==> src/rtl/tcd_pkg.sv <==
// ----------------------------------------------------------------------------
// tcd_pkg: shared types and constants for the touch chord debouncer
// Field widths, function codes, register indexes and per-button state.
// ----------------------------------------------------------------------------
package tcd_pkg;

  localparam int LANES      = 8;
  localparam int RD_W       = 8;
  localparam int CNT_W      = 3;
  localparam int HELD_W     = 4;
  localparam int FUNC_W     = 2;
  localparam int READ_W     = LANES * RD_W;
  localparam int CFG_IDX_W  = 1;
  localparam int CFG_DATA_W = 8;

  typedef logic [FUNC_W-1:0] func_t;
  localparam func_t FUNC_CLEAR = 2'd0;
  localparam func_t FUNC_CAL   = 2'd1;
  localparam func_t FUNC_SCAN  = 2'd2;

  typedef logic [CFG_IDX_W-1:0] cfg_idx_t;
  localparam cfg_idx_t CFG_LIMIT = 1'd0;
  localparam cfg_idx_t CFG_FLOOR = 1'd1;

  localparam logic [CNT_W-1:0] LIMIT_RST = 3'd5;
  localparam logic [RD_W-1:0]  FLOOR_RST = 8'd5;

  typedef struct packed {
    logic [RD_W-1:0]  thr;
    logic [CNT_W-1:0] cnt;
    logic             deb;
  } lane_state_t;

  function automatic logic [HELD_W-1:0] popcount8(input logic [LANES-1:0] v);
    logic [HELD_W-1:0] n;
    n = '0;
    for (int i = 0; i < LANES; i++) begin
      n = n + HELD_W'(v[i]);
    end
    return n;
  endfunction

endpackage

==> src/rtl/tcd_in_if.sv <==
// ----------------------------------------------------------------------------
// tcd_in_if: sample channel
// One beat carries a function code and eight packed sensor readings.
// ----------------------------------------------------------------------------
interface tcd_in_if;
  import tcd_pkg::*;

  logic              valid;
  logic              ready;
  func_t             func;
  logic [READ_W-1:0] readings;

  modport source (output valid, output func, output readings, input ready);
  modport sink   (input valid, input func, input readings, output ready);
endinterface

==> src/rtl/tcd_out_if.sv <==
// ----------------------------------------------------------------------------
// tcd_out_if: result channel
// One beat per sample: finished chord, held count and debounced mask.
// ----------------------------------------------------------------------------
interface tcd_out_if;
  import tcd_pkg::*;

  logic              valid;
  logic              ready;
  logic [LANES-1:0]  chord_code;
  logic [HELD_W-1:0] keys_held;
  logic [LANES-1:0]  pressed_mask;

  modport source (output valid, output chord_code, output keys_held, output pressed_mask,
                  input ready);
  modport sink   (input valid, input chord_code, input keys_held, input pressed_mask,
                  output ready);
endinterface

==> src/rtl/tcd_lane.sv <==
// ----------------------------------------------------------------------------
// tcd_lane: per-button next-state logic
// Threshold load/calibration, touch compare and mismatch debounce counter.
// ----------------------------------------------------------------------------
module tcd_lane (
  input  tcd_pkg::func_t             func,
  input  logic [tcd_pkg::RD_W-1:0]   reading,
  input  logic [tcd_pkg::CNT_W-1:0]  limit,
  input  logic [tcd_pkg::RD_W-1:0]   floor_val,
  input  tcd_pkg::lane_state_t       cur,
  output tcd_pkg::lane_state_t       nxt
);
  import tcd_pkg::*;

  logic             touched;
  logic [CNT_W-1:0] cnt_inc;

  assign touched = reading > cur.thr;
  assign cnt_inc = cur.cnt + CNT_W'(1);

  always_comb begin
    nxt = cur;
    unique case (func)
      FUNC_CLEAR: begin
        nxt.thr = floor_val;
        nxt.cnt = '0;
        nxt.deb = 1'b0;
      end
      FUNC_CAL: begin
        if (touched) nxt.thr = reading;
      end
      FUNC_SCAN: begin
        if (touched != cur.deb) begin
          // counter at or past the limit: the mismatch only rearms it
          if (cur.cnt >= limit) begin
            nxt.cnt = '0;
          end else begin
            nxt.cnt = cnt_inc;
            if (cnt_inc == limit) nxt.deb = touched;
          end
        end
      end
      default: nxt = cur;
    endcase
  end

endmodule

==> src/rtl/touch_chord_debouncer_core.sv <==
// ----------------------------------------------------------------------------
// touch_chord_debouncer_core: capacitive touch chord keyer with debounce
// Per-button thresholds and debounce, chord assembly, one result per sample.
// ----------------------------------------------------------------------------
// Takes one sample beat per clock and returns exactly one result beat for it.
// The input register takes the beat when it is accepted and the result
// register takes the processed beat when the result side has room, so a
// result is offered only once its sample has passed both registers.
// All per-button work (threshold compare, mismatch counter, flip) runs in
// parallel lanes in the single stage between the two registers, so the
// sustained rate is one beat per cycle whenever the result side keeps taking
// beats. Buttons at index BUTTONS and above are not built and read as zero.
// No clearing pass is needed after reset.
module touch_chord_debouncer_core #(
  parameter int BUTTONS = 8
) (
  input  logic                          clk,
  input  logic                          rst_n,
  input  logic                          cfg_we,
  input  tcd_pkg::cfg_idx_t             cfg_index,
  input  logic [tcd_pkg::CFG_DATA_W-1:0] cfg_wdata,
  tcd_in_if.sink                        in_ch,
  tcd_out_if.source                     out_ch
);
  import tcd_pkg::*;

  // configuration
  logic [CNT_W-1:0] limit_r;
  logic [RD_W-1:0]  floor_r;

  // input register
  logic              in_valid_r;
  func_t             func_r;
  logic [READ_W-1:0] readings_r;

  // result register
  logic              out_valid_r;
  logic [LANES-1:0]  chord_r;
  logic [HELD_W-1:0] held_r;
  logic [LANES-1:0]  mask_r;

  // block state
  lane_state_t      lane_r   [BUTTONS];
  lane_state_t      lane_nxt [BUTTONS];
  logic [LANES-1:0] stroke_r;
  logic [LANES-1:0] stroke_nxt;

  logic              adv;
  logic              in_ready;
  logic [LANES-1:0]  deb_cur;
  logic [LANES-1:0]  deb_nxt;
  logic [LANES-1:0]  press;
  logic [LANES-1:0]  stroke_acc;
  logic [HELD_W-1:0] held_nxt;
  logic [LANES-1:0]  chord_nxt;

  assign adv      = in_valid_r && (!out_valid_r || out_ch.ready);
  assign in_ready = !in_valid_r || adv;

  assign in_ch.ready         = in_ready;
  assign out_ch.valid        = out_valid_r;
  assign out_ch.chord_code   = chord_r;
  assign out_ch.keys_held    = held_r;
  assign out_ch.pressed_mask = mask_r;

  for (genvar k = 0; k < BUTTONS; k++) begin : g_lane
    tcd_lane u_lane (
      .func      (func_r),
      .reading   (readings_r[RD_W*k +: RD_W]),
      .limit     (limit_r),
      .floor_val (floor_r),
      .cur       (lane_r[k]),
      .nxt       (lane_nxt[k])
    );
  end

  always_comb begin
    deb_cur = '0;
    deb_nxt = '0;
    for (int k = 0; k < BUTTONS; k++) begin
      deb_cur[k] = lane_r[k].deb;
      deb_nxt[k] = lane_nxt[k].deb;
    end
  end

  assign press      = deb_nxt & ~deb_cur;
  assign stroke_acc = stroke_r | press;
  assign held_nxt   = popcount8(deb_nxt);

  always_comb begin
    chord_nxt  = '0;
    stroke_nxt = stroke_r;
    case (func_r)
      FUNC_CLEAR: stroke_nxt = '0;
      FUNC_SCAN: begin
        // chord completes once every key is released
        if (held_nxt == '0) begin
          chord_nxt  = stroke_acc;
          stroke_nxt = '0;
        end else begin
          stroke_nxt = stroke_acc;
        end
      end
      default: stroke_nxt = stroke_r;
    endcase
  end

  always_ff @(posedge clk) begin
    if (!rst_n) begin
      limit_r     <= LIMIT_RST;
      floor_r     <= FLOOR_RST;
      in_valid_r  <= 1'b0;
      out_valid_r <= 1'b0;
      stroke_r    <= '0;
      for (int k = 0; k < BUTTONS; k++) begin
        lane_r[k] <= '{thr: FLOOR_RST, cnt: '0, deb: 1'b0};
      end
    end else begin
      if (cfg_we) begin
        unique case (cfg_index)
          CFG_LIMIT: limit_r <= cfg_wdata[CNT_W-1:0];
          CFG_FLOOR: floor_r <= cfg_wdata[RD_W-1:0];
          default:   limit_r <= limit_r;
        endcase
      end
      if (in_ready) in_valid_r <= in_ch.valid;
      if (adv) begin
        out_valid_r <= 1'b1;
        stroke_r    <= stroke_nxt;
        for (int k = 0; k < BUTTONS; k++) begin
          lane_r[k] <= lane_nxt[k];
        end
      end else if (out_ch.ready) begin
        out_valid_r <= 1'b0;
      end
    end
  end

  // payload registers
  always_ff @(posedge clk) begin
    if (in_ch.valid && in_ready) begin
      func_r     <= in_ch.func;
      readings_r <= in_ch.readings;
    end
    if (adv) begin
      chord_r <= chord_nxt;
      held_r  <= held_nxt;
      mask_r  <= deb_nxt;
    end
  end

`ifndef SYNTHESIS
  a_held_matches_mask: assert property (@(posedge clk) disable iff (!rst_n)
    out_valid_r |-> held_r == HELD_W'($countones(mask_r)))
    else $error("keys_held disagrees with pressed_mask");

  a_chord_only_when_released: assert property (@(posedge clk) disable iff (!rst_n)
    (out_valid_r && chord_r != '0) |-> (held_r == '0 && mask_r == '0))
    else $error("chord emitted while keys held");

  a_held_in_stroke: assert property (@(posedge clk) disable iff (!rst_n)
    (deb_cur & ~stroke_r) == '0)
    else $error("pressed button missing from stroke");

  a_unused_lanes_quiet: assert property (@(posedge clk) disable iff (!rst_n)
    out_valid_r |-> ((mask_r >> BUTTONS) == '0 && (chord_r >> BUTTONS) == '0))
    else $error("unbuilt button reported");

  a_result_follows_sample: assert property (@(posedge clk) disable iff (!rst_n)
    adv |=> out_valid_r)
    else $error("processed sample produced no result beat");
`endif

endmodule

==> src/flat_wrapper.sv <==
// flat-port wrapper written by rule: the top's interface ports become plain ports
module touch_chord_debouncer_core_flat import tcd_pkg::*;
#(
  parameter int BUTTONS = 8
)
  (clk, rst_n, cfg_we, cfg_index, cfg_wdata, in_ch_valid, in_ch_func, in_ch_readings, in_ch_ready, out_ch_valid, out_ch_chord_code, out_ch_keys_held, out_ch_pressed_mask, out_ch_ready);
  tcd_in_if in_ch_i ();
  tcd_out_if out_ch_i ();
  input  logic clk;
  input  logic rst_n;
  input  logic cfg_we;
  input  tcd_pkg::cfg_idx_t cfg_index;
  input  logic [tcd_pkg::CFG_DATA_W-1:0] cfg_wdata;
  input wire logic [$bits(in_ch_i.valid)-1:0] in_ch_valid;
  input wire logic [$bits(in_ch_i.func)-1:0] in_ch_func;
  input wire logic [$bits(in_ch_i.readings)-1:0] in_ch_readings;
  output wire logic [$bits(in_ch_i.ready)-1:0] in_ch_ready;
  output wire logic [$bits(out_ch_i.valid)-1:0] out_ch_valid;
  output wire logic [$bits(out_ch_i.chord_code)-1:0] out_ch_chord_code;
  output wire logic [$bits(out_ch_i.keys_held)-1:0] out_ch_keys_held;
  output wire logic [$bits(out_ch_i.pressed_mask)-1:0] out_ch_pressed_mask;
  input wire logic [$bits(out_ch_i.ready)-1:0] out_ch_ready;
  assign in_ch_i.valid = in_ch_valid;
  assign in_ch_i.func = in_ch_func;
  assign in_ch_i.readings = in_ch_readings;
  assign in_ch_ready = in_ch_i.ready;
  assign out_ch_valid = out_ch_i.valid;
  assign out_ch_chord_code = out_ch_i.chord_code;
  assign out_ch_keys_held = out_ch_i.keys_held;
  assign out_ch_pressed_mask = out_ch_i.pressed_mask;
  assign out_ch_i.ready = out_ch_ready;
  touch_chord_debouncer_core #(.BUTTONS(BUTTONS)) u_core (.clk(clk), .rst_n(rst_n), .cfg_we(cfg_we), .cfg_index(cfg_index), .cfg_wdata(cfg_wdata), .in_ch(in_ch_i), .out_ch(out_ch_i));
endmodule
==> config.mk <==
export PLATFORM = sky130hd
export DESIGN_NAME = touch_chord_debouncer_core_flat
export DESIGN_NICKNAME = d
export VERILOG_FILES = /design/src/rtl/tcd_pkg.sv /design/src/rtl/tcd_in_if.sv /design/src/rtl/tcd_out_if.sv /design/src/rtl/tcd_lane.sv /design/src/rtl/touch_chord_debouncer_core.sv /design/src/flat_wrapper.sv
export SDC_FILE = /design/constraint.sdc
export NUM_CORES = 1
export LEC_CHECK = 0
export ABC_AREA = 1
export BUFFER_PORTS_ARGS = -buffer_cell sky130_fd_sc_hd__buf_4
export CAP_MARGIN = 20
export CORE_UTILIZATION = 55
export CTS_CLUSTER_SIZE = 14
export DETAILED_ROUTE_END_ITERATION = 6
export PLACE_DENSITY = 0.74
export SLEW_MARGIN = 15
export SYNTH_ARGS = -nofsm -noshare
export SYNTH_HDL_FRONTEND = slang
export SYNTH_SLANG_ARGS = --single-unit
==> constraint.sdc <==
create_clock -name clk -period 7.3 [get_ports clk]
set_input_delay 1.095 -clock clk [delete_from_list [all_inputs] [get_ports clk]]
set_output_delay 1.095 -clock clk [all_outputs]
set_load 0.005 [all_outputs]
==> results.py, run 1 <==
metrics = {
    "status": {
        "status": "finished clean",
    },
    "grt": {
        "grt_max_degree": 67,
        "antenna_found_initial": 0,
        "groute.usage.overall_pct": 25.0,
        "grt_pass1_vias": 7704,
        "grt_pass1_wl_um": 38800,
        "grt_overflow_total": 0,
    },
    "layout": {
        "drive_gt1_share_pct": 11.9,
        "layout-area-overhead-vs-synth_pct": 16.6,
        "diodes": 0,
        "fin_nets": 1447,
    },
    "synth": {
        "postSynthAreaPerCell_um2": 9.40,
        "syn_area_um2": 10800,
        "synth_cells": 1150,
        "yosysUniqueCellTypes": 31,
        "synth_ff_type": "edfxtp_1",
        "yosysSeqAreaShare_pct": 54.4,
        "ys_async_sr_fraction_pct": 0,
        "synth_top_area_cell": "edfxtp_1",
        "synth_enable_flop_cells": 182,
        "ys_ff_latch": 203,
        "synth.area.top_cells": "edfxtp_1 51%, nand2_1 12%, ha_1 11%, inv_1 6.5%, a21oi_1 4.4%",
        "syn_nets": 1333,
        "synth_common_cells": "350 x nand2_1, 187 x inv_1, 182 x edfxtp_1",
        "synth_top_area_share_pct": 50.5,
        "post-synth-top-count-cell": "nand2_1",
        "yosys_warnings": 0,
    },
    "job": {
        "drv_cap": 0,
    },
    "clocking": {
        "post_cts_resized": 0,
        "insertion_delay_ns": 0.52,
        "cts-root-buf": "clkbuf_16",
        "cts_max_level": 1,
        "cts_tree": "done",
        "cts_buffers": 23,
        "holdBufCountCts": 0,
        "cts_buffer_depth": 3,
        "post_cts_buffers": 0,
        "cts.clk_slew.worst_paths_ns": 0.06,
        "clkSinkCount": 203,
    },
    "drt": {
        "drt_iter0_drc": 586,
        "via_per_inst": 5.25,
        "ant_nets": 0,
        "vias": 8091,
        "post-route-drc-count": 0,
        "drt_first_pass_iters": 5,
        "routedWlPerCell_um": 15.6,
        "wl_um": 24100,
    },
    "timing": {
        "fin_crit_ns": 5.78,
        "maxSlewViolCount": 0,
        "fmax_mhz": 173,
        "worst_pin_slew_ns": 1.06,
        "setup_viol": 0,
        "rsz0062_at_grt": "false",
        "max_slew_margin_pct": 28.7,
        "holdWs_ns": 0.454,
        "skew_ns": 0.0130,
        "setup_tns_ns": 0,
        "period_share_pct": 79.1,
        "hold_viol": 0,
    },
    "setup_path": {
        "cp-end-kind": "register",
        "startpoint_type": "register",
        "cp_max_fo": 17,
        "startpoint": "u_core.limit_r[2]",
        "crit_type": "reg -> reg",
        "crit_path_end": "u_core.out_ch.chord_code[0]",
        "reg2reg_from": "u_core.limit_r[2]",
        "rr_worst_depth": 19,
        "rrSetupSlack_ns": 1.52,
        "cp.required_ns": 7.65,
        "r2r_end": "u_core.out_ch.chord_code[0]",
        "cp.arrival_ns": 6.13,
    },
    "pwr": {
        "power_leakage_nw": 5.99,
        "irDropWorstVdd_mv": 0.205,
        "power_density_nw_per_um2": 237,
    },
    "placement": {
        "place_hpwl_um": 17500,
        "gp_congestion": 0.838,
        "port_buffers": 101,
    },
    "die": {
        "die_h_um": 142,
        "dieArea_um2": 20200,
        "die_width_um": 142,
        "num_rows": 50,
        "ios": 102,
        "core_um2": 19000,
        "initial_core_util_pct": 56.9,
    },
    "worst_hold_path": {
        "min_path_type": "reg -> reg",
    },
}
-- layer usage --
layer  share of wire, %  vias up  GRT usage, %
li1                   -     4021             -
met1                 44     3754          33.6
met2                 47      262          41.8
met3                6.3       54          3.73
met4                3.0        0          8.04
met5                  0        -             0
-- critical path: stages (launching register included) --
cell and delay (ns):
dfxtp_1 0.55, clkinv_1 0.56, ha_1 0.52, a21oi_1 0.14, nand3_1 0.12, nor2_1 0.15, nand2_1 0.07, nand3_1 0.09
nand2_1 0.09, ha_1 0.29, inv_1 0.06, fa_1 0.52, fa_1 0.44, fa_1 0.43, inv_1 0.10, fa_1 0.44
or2_0 0.25, nor3_2 0.29, nand2_1 0.26, a21oi_1 0.22
-- final cells by class --
class / count / area (um2)
Clock inverter: 14 / 186
Multi-Input combinational cell: 737 / 4100
Fill cell: 1537 / 6410
Inverter: 196 / 738
Tap cell: 260 / 325
Clock buffer: 28 / 594
Sequential cell: 203 / 5890
Timing Repair Buffer: 103 / 773
-- power breakdown --
group          leakage [nW]  internal (W)  switching (W)
Combinational          3.65      0.000151       0.000251
Sequential             1.95       0.00135      0.0000391
Clock                 0.384      0.000727       0.000467
Total                  5.99       0.00223       0.000757
-- sequential cells by signal (all words and copies together) (netlist names), 2 cells and up --
signal                      flops
u_core.lane_r                  96
u_core.readings_r              64
u_core.floor_r                  8
u_core.out_ch.chord_code        8
u_core.out_ch.pressed_mask      8
u_core.stroke_r                 8
u_core.out_ch.keys_held         4
u_core.limit_r                  3
u_core.func_r                   2
-- cells by family after synthesis --
| kind of cell | synth area share (%) |
|---|---|
| flip-flops | 54.4 |
| XOR/XNOR | 0.0810 |
| adder cells (fa/ha/maj) | 12.2 |
| AO/OA/AOI/OAI | 5.90 |
| AND/OR/NAND/NOR | 19.8 |
| buffers and inverters | 7.62 |
-- layout by cell type (no fill, tap or decap), drive strengths merged, types with 10 or more instances in the layout --
| master | instances |
|---|---|
| nor2 | 81 |
| nand3 | 51 |
| clkinv | 10 |
| edfxtp | 182 |
| nand2 | 352 |
| o21ai | 16 |
| a21oi | 95 |
| clkbuf | 28 |
| buf | 103 |
| inv | 196 |
| nand4 | 16 |
| dfxtp | 21 |
| ha | 99 |
-- through the flow --
stage / instances / instance area [um2] / worst slack, ns / util, % / total power (W)
2_1_floorplan: 1150 / 10800 / 2.42 / - / 0.00167
3_3_place_gp: 1499 / 11800 / 1.79 / 62.2 / 0.00179
3_5_place_dp: 1499 / 11800 / 1.58 / 62.2 / 0.00181
4_1_cts: 1541 / 12600 / 1.48 / 66.3 / 0.00300
5_1_grt: 1541 / 12600 / 1.11 / 66.3 / 0.00311
6_report: 1541 / 12600 / 1.52 / 66.3 / 0.00298
-- how the worst min path moves through the flow --
stage | start | end | depth (start not counted) | slack [ns]
4_1_cts | u_core.floor_r[4] | u_core.floor_r[4] | 2 | 0.45
6_report | u_core.floor_r[4] | u_core.floor_r[4] | 2 | 0.45
3_3_place_gp | u_core.floor_r[1] | u_core.floor_r[1] | 2 | 0.44
5_1_grt | u_core.floor_r[4] | u_core.floor_r[4] | 2 | 0.47
2_1_floorplan | u_core.floor_r[1] | u_core.floor_r[1] | 2 | 0.43
3_5_place_dp | u_core.floor_r[4] | u_core.floor_r[4] | 2 | 0.44
No activity file was read; power rests on OpenSTA's default activity.
==> inputs of run 2 (changes only) <==
- CORE_UTILIZATION: 55 -> 54
- PLACE_DENSITY: 0.74 -> 0.76
- clock period: 7.3 -> 4.87 ns (I/O delays scaled with it)
==> run 2 against run 1 <==
Sequential power grew 50%. Critical path depth is 3 higher. Setup slack worse by 1.4 ns. Flip-flop and latch count unchanged. Wire length up 1.4%. Sequential share of layout area shrank 0.88 points. Highest routed layer unchanged.
==> results.py, run 2 (synthesis results as in run 1) <==
metrics = {
    "timing": {
        "fmax_mhz": 210,
        "max_slew_margin_pct": 38.5,
        "period_share_pct": 97.6,
        "skew_ns": 0.0220,
        "hold_viol": 0,
        "setup_slack_ns": 0.115,
        "maxSlewViolCount": 0,
        "worst_pin_slew_ns": 0.917,
        "setup_tns_ns": 0,
        "setup_viol": 0,
        "fin_crit_ns": 4.75,
    },
    "placement": {
        "gp_congestion": 0.867,
        "port_buffers": 101,
        "pre_cts_ws_ns": 0.0601,
        "place_hpwl_um": 17600,
    },
    "layout": {
        "drive_gt1_share_pct": 15.2,
        "largest_register_ffs": 96,
        "layout_commonest_cell": "nand2_1",
        "reg_top3": "u_core.lane_r: 96 flops, u_core.readings_r: 64 flops",
        "layout-area-overhead-vs-synth_pct": 18.8,
        "top_register": "u_core.lane_r",
        "layout_common_cells": "347 x nand2_1, 183 x inv_1, 182 x edfxtp_1",
        "diodes": 0,
        "fin_util_pct": 65.8,
        "fin_nets": 1460,
    },
    "clocking": {
        "insertion_delay_ns": 0.52,
        "cts_buffer_depth": 3,
        "cts-root-buf": "clkbuf_16",
        "cts_buffers": 22,
        "clkSinkCount": 203,
        "holdBufCountCts": 0,
        "cts_tree": "done",
        "cts_max_level": 1,
        "cts.clk_slew.worst_paths_ns": 0.06,
    },
    "die": {
        "ios": 102,
        "dieArea_um2": 20600,
        "core_um2": 19500,
        "num_rows": 51,
        "die_h_um": 144,
        "initial_core_util_pct": 55.4,
        "die_width_um": 144,
    },
    "grt": {
        "met1_usage_pct": 31.0,
        "grt_busiest_layer": "met2",
        "grt_pass1_vias": 7551,
        "grt_max_degree": 39,
        "grt_overflow_total": 0,
        "antenna_found_initial": 0,
        "groute.usage.overall_pct": 23.9,
        "grt_pass1_wl_um": 37400,
        "grt_use_met3_pct": 3.07,
        "grt_use_met2_pct": 41.5,
    },
    "pwr": {
        "power_leakage_nw": 6.07,
        "irDropWorstVdd_mv": 0.263,
        "power_w": 0.00451,
        "power_density_nw_per_um2": 351,
    },
    "status": {
        "status": "finished clean",
    },
    "job": {
        "drv_cap": 0,
    },
    "drt": {
        "vias": 8235,
        "drt_iter0_drc": 525,
        "post-route-drc-count": 0,
        "wl_um": 24400,
        "via_per_inst": 5.29,
        "ant_nets": 0,
        "routedWlPerCell_um": 15.7,
        "drt_first_pass_iters": 5,
    },
    "setup_path": {
        "cp.arrival_ns": 5.14,
        "cp.required_ns": 5.25,
        "cp-end-kind": "register",
        "cp_max_fo": 8,
        "startpoint_type": "register",
        "crit_type": "reg -> reg",
    },
    "worst_hold_path": {
        "min_path_type": "in -> reg",
    },
}
==> run 2: changes by cell type in the layout (fill, tap and decap cells not counted), moves of 4 or more <==
cell / change
a21oi_1: -7
a21oi_2: +7
buf_4: +14
clkinv_1: -5
ha_1: -6
ha_4: +6
inv_2: +4
nor2_1: -4
nor2_2: +4
==> run 2: final cells by class <==
cell class | count | area [um2]
inverter | 196 | 741
sequential | 203 | 5890
clock inverter | 11 | 181
fill | 1574 | 6680
timing repair buffer | 117 | 878
multi-input combinational | 737 | 4230
tap | 265 | 332
clock buffer | 29 | 607
==> run 2: where the power goes <==
group          leakage, nW  switching [W]  internal (W)
clock network        0.383       0.000682       0.00110
registers             1.95      0.0000534       0.00202
logic                 3.73       0.000400      0.000253
total                 6.07        0.00114       0.00337
==> run 2: worst paths after layout <==
kind / from / to / slack, ns / cells past startpoint
worst min-delay path: in_ch_readings[38] / u_core.readings_r[38] / 0.38 / 1
worst min register to register: u_core.floor_r[4] / u_core.floor_r[4] / 0.46 / 2
worst max register to register: u_core.readings_r[13] / u_core.stroke_r[6] / 0.12 / 22
worst max-delay path: u_core.readings_r[13] / u_core.stroke_r[6] / 0.12 / 22
==> run 2: stage by stage <==
stage                     hold slack (ns)  cell area (um2)  cells
final                               0.383            12900   1558
after floorplan                     0.430            10800   1150
after global placement              0.440            11900   1513
after CTS                           0.361            12700   1553
after detailed placement            0.454            11900   1513
after global routing                0.366            12900   1558
==> run 2: per-layer routing <==
layer	up-vias	wire [um]	part of all wire [%]
met1	3880	10300	42
met5	-	0	0
met2	269	12000	49
li1	4040	-	-
met3	46	1460	6.0
met4	0	657	2.7
==> run 2: critical path, stage by stage (launching register included) <==
cell	delay, ns
edfxtp_1	0.43
ha_4	0.24
a21oi_1	0.17
nor2_1	0.06
nor2_1	0.15
nand2_1	0.08
nand2_2	0.12
nand2_1	0.07
nand3_1	0.09
nand2_1	0.08
ha_1	0.28
inv_1	0.05
fa_1	0.46
fa_1	0.51
fa_2	0.40
inv_2	0.07
fa_1	0.43
or2_1	0.26
nor3_2	0.22
buf_4	0.16
nor2_4	0.06
a21oi_1	0.15
a21oi_1	0.08
==> run 2: repair_timing <==
| action | in CTS | in global routing |
|---|---|---|
| pin swaps | 0 | 16 |
| buffers inserted | 0 | 5 |
| endpoints found under the setup margin | 1 | 16 |
| hold endpoints to repair | 0 | 0 |
| resized for setup | 1 | 27 |
==> inputs of run 3 (changes only) <==
- BUFFER_PORTS_ARGS: -buffer_cell sky130_fd_sc_hd__buf_4 -> -buffer_cell sky130_fd_sc_hd__buf_2
- CORE_UTILIZATION: 54 -> 55
- SYNTH_HIERARCHICAL: default -> 1
==> run 3 against run 2 <==
First-iteration DRC count grew 38%. Non-clock buffer count grew 2. Sequential power grew 3%. Synthesized cell count grew 40%. Register-to-register slack gained 0.20 ns. Clock power grew 4%. Final cell count grew 33%. Power grew 13%. Count of clock-buffer cells in the layout grew 4. Cell area grew 19%. Setup slack gained 0.20 ns. Utilization shrank 3.0 points. Critical path type unchanged. Critical endpoint is now u_core/stroke_r[2]. Largest power group unchanged.
==> results.py, run 3 <==
metrics = {
    "grt": {
        "grt_max_degree": 47,
        "groute.usage.overall_pct": 25.0,
        "antenna_found_initial": 0,
        "grt_pass1_wl_um": 51100,
        "grt_pass1_vias": 10500,
        "grt_overflow_total": 0,
    },
    "die": {
        "initial_core_util_pct": 55.8,
        "core_um2": 24200,
        "num_rows": 57,
        "die_width_um": 159,
        "ios": 102,
        "die_h_um": 159,
        "dieArea_um2": 25200,
    },
    "placement": {
        "port_buffers": 101,
        "post_dp_cell_area_um2": 14300,
        "dp_cells": 2025,
        "place_hpwl_um": 21500,
        "gp_congestion": 0.904,
        "pre_cts_ws_ns": 0.159,
    },
    "setup_path": {
        "cp.required_ns": 5.26,
        "cp.arrival_ns": 4.95,
        "critPathTopFamily": "adder cells",
        "crit_path_max_incr_delay_ns": 0.53,
        "crit_type": "reg -> reg",
        "rr_worst_depth": 23,
        "cp-end-kind": "register",
        "path_cells": "inv_1 > ha_1 > o21ai_1 > nand2_1 > a21oi_2 > nand2_1 > nor2_1 > nand2_1 > nand3_1 > nand2_1 > fa_1 > inv_1 > fa_1 > fa_1 > inv_1 > ha_1 > inv_1 > fa_1 > inv_1 > nor2_4 > nand3_4 > nand2_1 > a21oi_1",
        "startpoint_type": "register",
        "crit_slowest_cell": "fa_1",
        "worst-path-buf-inv": 5,
        "cp_max_fo": 8,
        "cp_num_cells": 23,
    },
    "layout": {
        "diodes": 0,
        "fin_util_pct": 62.8,
        "fin_nets": 1914,
        "n_fill_cell": 2036,
        "largest_register_ffs": 96,
        "layout_common_cells": "446 x nand2_1, 271 x inv_1, 182 x edfxtp_1",
        "layout_commonest_cell": "nand2_1",
        "top_register": "u_core/lane_r",
        "design_area_um2": 15200,
        "layout.cells.non_filler": 2073,
        "drive_gt1_share_pct": 18.5,
        "layout-area-overhead-vs-synth_pct": 12.6,
        "reg_top3": "u_core/lane_r: 96 flops, u_core/readings_r: 64 flops",
    },
    "worst_hold_path": {
        "hold_depth": 1,
        "min_path_type": "in -> reg",
    },
    "synth": {
        "synth_xor_xnor_area_share_pct": 0.972,
        "synth-compound-area-share_pct": 8.62,
        "synth_common_cells": "449 x nand2_1, 272 x inv_1, 182 x edfxtp_1",
        "postSynthAreaPerCell_um2": 8.38,
        "syn_area_um2": 13500,
        "synth_enable_flop_cells": 182,
        "yosysUniqueCellTypes": 30,
        "yosysSeqAreaShare_pct": 43.5,
        "yosys_warnings": 6,
        "post-synth-top-count-cell": "nand2_1",
        "synth_cells": 1613,
        "ys_async_sr_fraction_pct": 0,
        "ys_ff_latch": 203,
        "synthAdderAreaFrac_pct": 9.75,
        "synth.area.top_cells": "edfxtp_1 40%, nand2_1 12%, ha_1 9.2%, inv_1 7.5%, nand3_1 5.6%",
        "synth_top_family_by_area": "simple AND/OR/NAND/NOR gates",
        "synth_top_area_cell": "edfxtp_1",
        "synth_ff_type": "edfxtp_1",
        "syn_nets": 1796,
        "synth_mux_area_share_pct": 0,
        "synth_simple_gate_area_share_pct": 27.5,
        "synth_top_area_share_pct": 40.4,
    },
    "clocking": {
        "clkSinkCount": 203,
        "insertion_delay_ns": 0.53,
        "cts_tree": "done",
        "cts-root-buf": "clkbuf_16",
        "cts_buffers": 25,
        "cts_buffer_depth": 3,
        "cts.clk_slew.worst_paths_ns": 0.06,
        "cts_max_level": 1,
    },
    "timing": {
        "worst_pin_slew_ns": 0.888,
        "period_share_pct": 93.5,
        "rsz0062_at_grt": "false",
        "fin_crit_ns": 4.55,
        "maxSlewViolCount": 0,
        "hold_viol": 0,
        "fmax_mhz": 220,
        "setup_slack_ns": 0.317,
        "skew_ns": 0.0125,
        "max_slew_margin_pct": 40.8,
        "setup_tns_ns": 0,
        "setup_viol": 0,
    },
    "pwr": {
        "power_density_nw_per_um2": 334,
        "irDropWorstVdd_mv": 0.260,
        "power_leakage_nw": 7.31,
    },
    "drt": {
        "vias": 10900,
        "via_per_inst": 5.25,
        "routedWlPerCell_um": 15.2,
        "drt_first_pass_iters": 5,
        "ant_nets": 0,
        "drt_iter0_drc": 724,
        "wl_um": 31500,
        "post-route-drc-count": 0,
    },
    "status": {
        "status": "finished clean",
    },
    "job": {
        "drv_cap": 0,
    },
}
## run 3: cell type report
class / instances / area [um2] / share of cell area (%)
Timing Repair Buffer: 119 / 641 / 4.21
Clock inverter: 12 / 116 / 0.764
Inverter: 289 / 1080 / 7.12
Clock buffer: 33 / 716 / 4.70
Sequential cell: 203 / 5890 / 38.6
Multi-Input combinational cell: 1093 / 6380 / 41.9
Tap cell: 324 / 405 / 2.66
## run 3: report_power, final
part           leakage [nW]  switching [W]  internal (W)  total, W
combinational          4.91       0.000708      0.000381   0.00109
sequential             1.99       0.000108       0.00203   0.00214
clock                 0.409       0.000726       0.00113   0.00186
## run 3: repair_timing
action | in CTS | in global routing
hold buffers | 0 | 0
setup endpoints to repair | 0 | 16
setup buffers | 0 | 2
resized for setup | 0 | 7
## run 3: worst paths after layout
path	slack (ns)	from	endpoint
max	0.32	u_core/lane_r[0][13]	u_core/stroke_r[2]
min	0.37	in_ch_readings[57]	u_core/readings_r[57]
max reg2reg	0.32	u_core/lane_r[0][13]	u_core/stroke_r[2]
min reg2reg	0.47	u_core/stroke_r[1]	u_core/stroke_r[1]
## run 3: routing by layer
metal	part of all wire, %	global-route usage [%]	vias to the layer above	wire length [um]
met4	3.0	8.08	0	941
met3	4.9	2.90	57	1550
met1	45	33.6	5008	14300
li1	-	-	5483	-
met2	47	42.0	331	14800
met5	0	0	-	0
## run 3: metrics by stage
step                total power (W)  hold WS [ns]
finish                      0.00509         0.370
floorplan                   0.00296         0.445
CTS                         0.00508         0.351
global placement            0.00316         0.452
global route                0.00533         0.358
detailed placement          0.00321         0.459
## run 3: kinds of logic (layout without fill, tap and decap cells)
logic type                 after synthesis  count (layout)
AOI/OAI and AO/OA                      146             146
xor gates and xnor gates                15              15
adders and majority gates              103             103
buffers and inverters                  318             453
DFF                                    203             203
and+or+nand+nor                        828             829
